## config.mk

```make
export PLATFORM = sky130hd
export DESIGN_NAME = rtms_ctrl
export DESIGN_NICKNAME = d
export VERILOG_FILES = /design/src/sv/rtms_pkg.sv /design/src/sv/rtms_ctrl.sv
export SDC_FILE = /design/constraint.sdc
export NUM_CORES = 1
export LEC_CHECK = 0
export BUFFER_PORTS_ARGS = -buffer_cell sky130_fd_sc_hd__buf_2
export CORE_AREA = 3 3 40 42
export CTS_CLUSTER_SIZE = 14
export DETAILED_ROUTE_END_ITERATION = 8
export DIE_AREA = 0 0 43 45
export PLACE_DENSITY_LB_ADDON = 0.1
export SKIP_LAST_GASP = 1
export SLEW_MARGIN = 0
export SYNTH_ARGS = -nofsm -noshare
export SYNTH_HDL_FRONTEND = slang
export SYNTH_SLANG_ARGS = --single-unit
```

## constraint.sdc

```tcl
create_clock -name clk -period 1.86 [get_ports clk]
set_input_delay 0.372 -clock clk [delete_from_list [all_inputs] [get_ports clk]]
set_output_delay 0.372 -clock clk [all_outputs]
set_load 0.02 [all_outputs]
```

## src/sv/rtms_pkg.sv

```systemverilog
// ----------------------------------------------------------------------------
// rtms_pkg: shared types for the range triple max segment tree
// Node record, combine function, command codes, state and micro-op codes.
// ----------------------------------------------------------------------------
`default_nettype none

package rtms_pkg;

  localparam int POSITIONS   = 1024;
  localparam int POS_W       = 11;
  localparam int VAL_W       = 28;
  localparam int SUM_W       = 32;
  localparam int OUT_W       = 31;
  localparam int NODE_W      = 11;
  localparam int NODES       = 2048;
  localparam int STACK_DEPTH = 12;
  localparam int SP_W        = 4;

  localparam logic signed [SUM_W-1:0] NEG_INF = -32'sd1000000000;

  typedef enum logic [1:0] {
    CMD_WRITE_A = 2'd0,
    CMD_WRITE_B = 2'd1,
    CMD_QUERY   = 2'd2,
    CMD_NONE    = 2'd3
  } cmd_code_t;

  typedef struct packed {
    logic signed [VAL_W-1:0] mx_a;
    logic signed [VAL_W-1:0] mn_b;
    logic signed [SUM_W-1:0] trio;
    logic signed [SUM_W-1:0] lp;
    logic signed [SUM_W-1:0] rp;
  } agg_t;

  typedef enum logic [3:0] {
    ST_IDLE,
    ST_DECODE,
    ST_UPD_DOWN,
    ST_UPD_LEAF,
    ST_UPD_SIB,
    ST_UPD_PARENT,
    ST_Q_DOWN,
    ST_Q_LEFT,
    ST_Q_LFOLD,
    ST_Q_RIGHT,
    ST_Q_RFOLD,
    ST_Q_SFOLD
  } state_t;

  typedef enum logic [3:0] {
    OP_IDLE,
    OP_LOAD,
    OP_UPD_STEP,
    OP_LEAF_WRITE,
    OP_SIB_READ,
    OP_PARENT_WRITE,
    OP_Q_STEP,
    OP_L_STEP,
    OP_R_STEP,
    OP_FOLD_L,
    OP_FOLD_R,
    OP_SAVE_LEFT,
    OP_RES_EMPTY,
    OP_RES_SINGLE,
    OP_RES_JOIN
  } dp_op_t;

  typedef struct packed {
    dp_op_t op;
  } dp_cmd_t;

  typedef struct packed {
    logic is_write;
    logic is_query;
    logic empty;
    logic leaf;
    logic at_root;
    logic parent_root;
    logic full;
    logic split;
    logic left_stop;
    logic right_stop;
    logic fold_done;
  } dp_status_t;

  function automatic logic signed [SUM_W-1:0] smax(input logic signed [SUM_W-1:0] a,
                                                   input logic signed [SUM_W-1:0] b);
    return (a > b) ? a : b;
  endfunction

  // combine the record of a left segment with the record of the segment on its right
  function automatic agg_t agg_join(input agg_t a, input agg_t b);
    agg_t r;
    logic signed [SUM_W-1:0] a_mx;
    logic signed [SUM_W-1:0] b_mx;
    logic signed [SUM_W-1:0] a_mn;
    logic signed [SUM_W-1:0] b_mn;
    a_mx = {{(SUM_W-VAL_W){a.mx_a[VAL_W-1]}}, a.mx_a};
    b_mx = {{(SUM_W-VAL_W){b.mx_a[VAL_W-1]}}, b.mx_a};
    a_mn = {{(SUM_W-VAL_W){a.mn_b[VAL_W-1]}}, a.mn_b};
    b_mn = {{(SUM_W-VAL_W){b.mn_b[VAL_W-1]}}, b.mn_b};
    r.mx_a = (a.mx_a > b.mx_a) ? a.mx_a : b.mx_a;
    r.mn_b = (a.mn_b < b.mn_b) ? a.mn_b : b.mn_b;
    r.trio = smax(smax(a.trio, b.trio), smax(a.lp + b_mx, a_mx + b.rp));
    r.lp   = smax(smax(a.lp, b.lp), a_mx - b_mn);
    r.rp   = smax(smax(a.rp, b.rp), b_mx - a_mn);
    return r;
  endfunction

endpackage

`default_nettype wire

```

## src/sv/rtms_ctrl.sv

```systemverilog
// ----------------------------------------------------------------------------
// rtms_ctrl: sequencer for updates and range queries
// Walks the update path down and back up, and the query descent and folds.
// ----------------------------------------------------------------------------
`default_nettype none

module rtms_ctrl (
  input  logic                 clk,
  input  logic                 rst,
  input  logic                 start,
  input  rtms_pkg::dp_status_t status,
  output rtms_pkg::dp_cmd_t    cmd,
  output logic                 busy
);
  import rtms_pkg::*;

  state_t state;
  state_t state_next;

  always_ff @(posedge clk) begin
    if (rst) begin
      state <= ST_IDLE;
    end else begin
      state <= state_next;
    end
  end

  always_comb begin
    state_next = state;
    cmd.op     = OP_IDLE;
    unique case (state)
      ST_IDLE: begin
        if (start) begin
          cmd.op     = OP_LOAD;
          state_next = ST_DECODE;
        end
      end
      ST_DECODE: begin
        if (status.is_write) state_next = ST_UPD_DOWN;
        else if (status.is_query) state_next = ST_Q_DOWN;
        else state_next = ST_IDLE;
      end
      ST_UPD_DOWN: begin
        cmd.op = OP_UPD_STEP;
        if (status.leaf) state_next = ST_UPD_LEAF;
      end
      ST_UPD_LEAF: begin
        cmd.op     = OP_LEAF_WRITE;
        state_next = status.at_root ? ST_IDLE : ST_UPD_SIB;
      end
      ST_UPD_SIB: begin
        cmd.op     = OP_SIB_READ;
        state_next = ST_UPD_PARENT;
      end
      ST_UPD_PARENT: begin
        cmd.op     = OP_PARENT_WRITE;
        state_next = status.parent_root ? ST_IDLE : ST_UPD_SIB;
      end
      ST_Q_DOWN: begin
        if (status.empty) begin
          cmd.op     = OP_RES_EMPTY;
          state_next = ST_IDLE;
        end else begin
          cmd.op = OP_Q_STEP;
          if (status.full) state_next = ST_Q_SFOLD;
          else if (status.split) state_next = ST_Q_LEFT;
        end
      end
      ST_Q_LEFT: begin
        cmd.op = OP_L_STEP;
        if (status.left_stop) state_next = ST_Q_LFOLD;
      end
      ST_Q_LFOLD: begin
        if (status.fold_done) begin
          cmd.op     = OP_SAVE_LEFT;
          state_next = ST_Q_RIGHT;
        end else begin
          cmd.op = OP_FOLD_L;
        end
      end
      ST_Q_RIGHT: begin
        cmd.op = OP_R_STEP;
        if (status.right_stop) state_next = ST_Q_RFOLD;
      end
      ST_Q_RFOLD: begin
        if (status.fold_done) begin
          cmd.op     = OP_RES_JOIN;
          state_next = ST_IDLE;
        end else begin
          cmd.op = OP_FOLD_R;
        end
      end
      ST_Q_SFOLD: begin
        if (status.fold_done) begin
          cmd.op     = OP_RES_SINGLE;
          state_next = ST_IDLE;
        end else begin
          cmd.op = OP_FOLD_L;
        end
      end
      default: state_next = ST_IDLE;
    endcase
  end

  assign busy = (state != ST_IDLE);

`ifndef SYNTH
  a_accept_busy: assert property (@(posedge clk) disable iff (rst)
    (start && !busy) |=> busy)
    else $error("accepted item did not make the block busy");
`endif

endmodule

`default_nettype wire

```

==> metrics.txt <==
unrepaired setup endpoints after global routing false; WP depth 6; DRT antenna net count 0; asr flop ratio synth 0; Post-Place Cells 95; R2R Path Start state[0]$_SDFFE_PP0P_; clk_skew 0.00230 ns; largest reg by FF count state; Setup crit start state[1]$_SDFFE_PP0P_; GP Congestion 0.765; total CTS buffers 3; synth top area cells dfxtp_1, nand2_1, o32ai_4; Placed Area 586 um^2; worst slew pin tran 0.295 ns; Via Count 520; register area share after synthesis 0.176; initial antenna violation count 0; max reg flops 4; clock insertion delay at the later pin of the skew report 0.24 ns; CP bufs+invs 3; fin util 0.478; CP endpoint cmd[0]; Worst Hold Class input pin to flop; starting density of the core 0.353; Lkg Pwr 0.278 nW; Largest regs state (4); drt wl/cell 13.1 um; setup TNS 0 ns; largest net degree at the start of global routing 15; r2r endpoint state[1]$_SDFFE_PP0P_; pre-CTS setup slack 0.207 ns; setup ws final 0.189 ns; Worst setup SP type flop; Synth warnings 0; Final Hold Vio Count 0; root buf cell clkbuf_4; CP arrival 1.30 ns; DRT iter0 DRCs 8; main flop type after synthesis dfxtp_1; share of cells above drive strength 1 0.398; Synth top cells by count nand2_1, o21ai_0; first-pass GRT wire length 2.15 mm; CTS H-tree lvls 1; # setup viols final 0; Final min period 1.67 ns; Yosys cell types 30; ratio of final minimum period to clock period 0.898; R2R Setup Slk 0.28 ns; Final HPWL DP 1.03 mm; maximum fanout along the worst path 11; Synth area leader dfxtp_1; share of the synthesized area in the top cell type 0.176; Syn Area/Cell 7.45 um^2; clock buffer depth 2; GRT Total Usage 0.152; clock slew at reported path FFs 0.03 ns; Port Buffers 18; CP Cell Sequence buf_4 > inv_1 > o21ai_0 > nand2_1 > o21ai_0 > buf_2; fmax 0.598 GHz; Mapped Nets 75; peak supply drop 0.541 mV; Crit path max-delay family flip-flops; status completed; Rows 13; EDFF count, synth 0; drt total wl 1.28 mm; worst hold margin 0.461 ns; ant diodes 0; CP endpoint kind output port; Max-slew headroom 0.803; Reg2Reg Depth 4; Overall Power 0.796 mW; fin area 614 um^2; DRT Pass-1 Iters 4; slowest stage delay, CP 0.39 ns; Slew Viols, Final 0; CTS Sinks 4; cell mode on critical path o21ai_0; Area Growth Syn to Fin 35.3%; Synth Cell Area 454 um^2; Yosys reg bits 4; number of global-route vias before repair 474; Crit path required time 1.49 ns; Vias/cell 5.31; GRT overflow 0; Syn Inst Count 61; Layout Nets 99; top-count cell post-synth nand2_1; # IOs 19; worst setup path category flop to output port; slowest cell on the critical path dfxtp_4; full die area 1940 um^2; max cap viols 0; Chip Width 43 um; Core Area 1280 um^2; CTS tree done; PwrDens 1300 nW/um^2; # DRC 0; fin cells 98; chip height 45 um
[kinds of logic (layout without fill, tap and decap cells)]
| logic type | Yosys count | after routing | share of synthesized area |
|---|---|---|---|
| muxes | 2 | 2 | 0.0441 |
| AOI/OAI and AO/OA | 21 | 21 | 0.375 |
| and+or+nand+nor | 27 | 27 | 0.347 |
| buffers and inverters | 7 | 29 | 0.0578 |
| DFF | 4 | 4 | 0.176 |
[worst min path at each step]
stage / startpoint / end / slack [ns] / cells after the start
3_3_place_gp: state[2]$_SDFFE_PP0P_ / state[3]$_SDFFE_PP0P_ / 0.66 / 2
6_report: rst / state[0]$_SDFFE_PP0P_ / 0.46 / 4
2_1_floorplan: rst / state[0]$_SDFFE_PP0P_ / 0.57 / 3
5_1_grt: rst / state[0]$_SDFFE_PP0P_ / 0.49 / 4
3_5_place_dp: state[3]$_SDFFE_PP0P_ / state[3]$_SDFFE_PP0P_ / 0.65 / 2
4_1_cts: rst / state[0]$_SDFFE_PP0P_ / 0.47 / 4
[metal layers]
layer	share of wire	routed length (um)	global-route usage
met1	0.43	557	0.173
met2	0.49	630	0.254
met5	0	0	0
met4	0.0031	4	0.0361
met3	0.070	90	0.0797
[where the power goes]
group          internal, mW  switching [mW]
logic                 0.234           0.267
registers             0.119          0.0683
clock network        0.0722          0.0361
[layout by cell type, fill, tap and decap left out, types with 2 or more instances in the layout]
cell      count
o41ai_1       2
inv_1         3
nand2b_1      3
nand2_1       9
o21ai_0       5
nor2_1        4
clkbuf_4      3
a21oi_1       4
buf_4         5
mux2i_1       2
buf_2        18
nor2b_1       2
dfxtp_2       2
[area by class of cell]
type	instances	area [um^2]
clock buffers	3	22.5
fillers	142	671
inverters	3	11.3
multi-input cells	50	348
flip-flops and latches	4	86.3
well taps	15	18.8
repair buffers	23	128
[worst reg2reg max path: stages, from the launching register on]
cell and delay (ns):
dfxtp_1 0.38, or4b_4 0.59, o32ai_4 0.26, nor3_2 0.10
mux2i_1 0.12
[what timing repair did]
item | 4_1_cts | 5_1_grt
setup endpoints to repair | 0 | 2
buffers inserted | 0 | 0
hold endpoints to repair | 0 | 0
resized for setup | 0 | 4
hold buffers | 0 | 0
No activity file was read; power rests on OpenSTA's default activity.
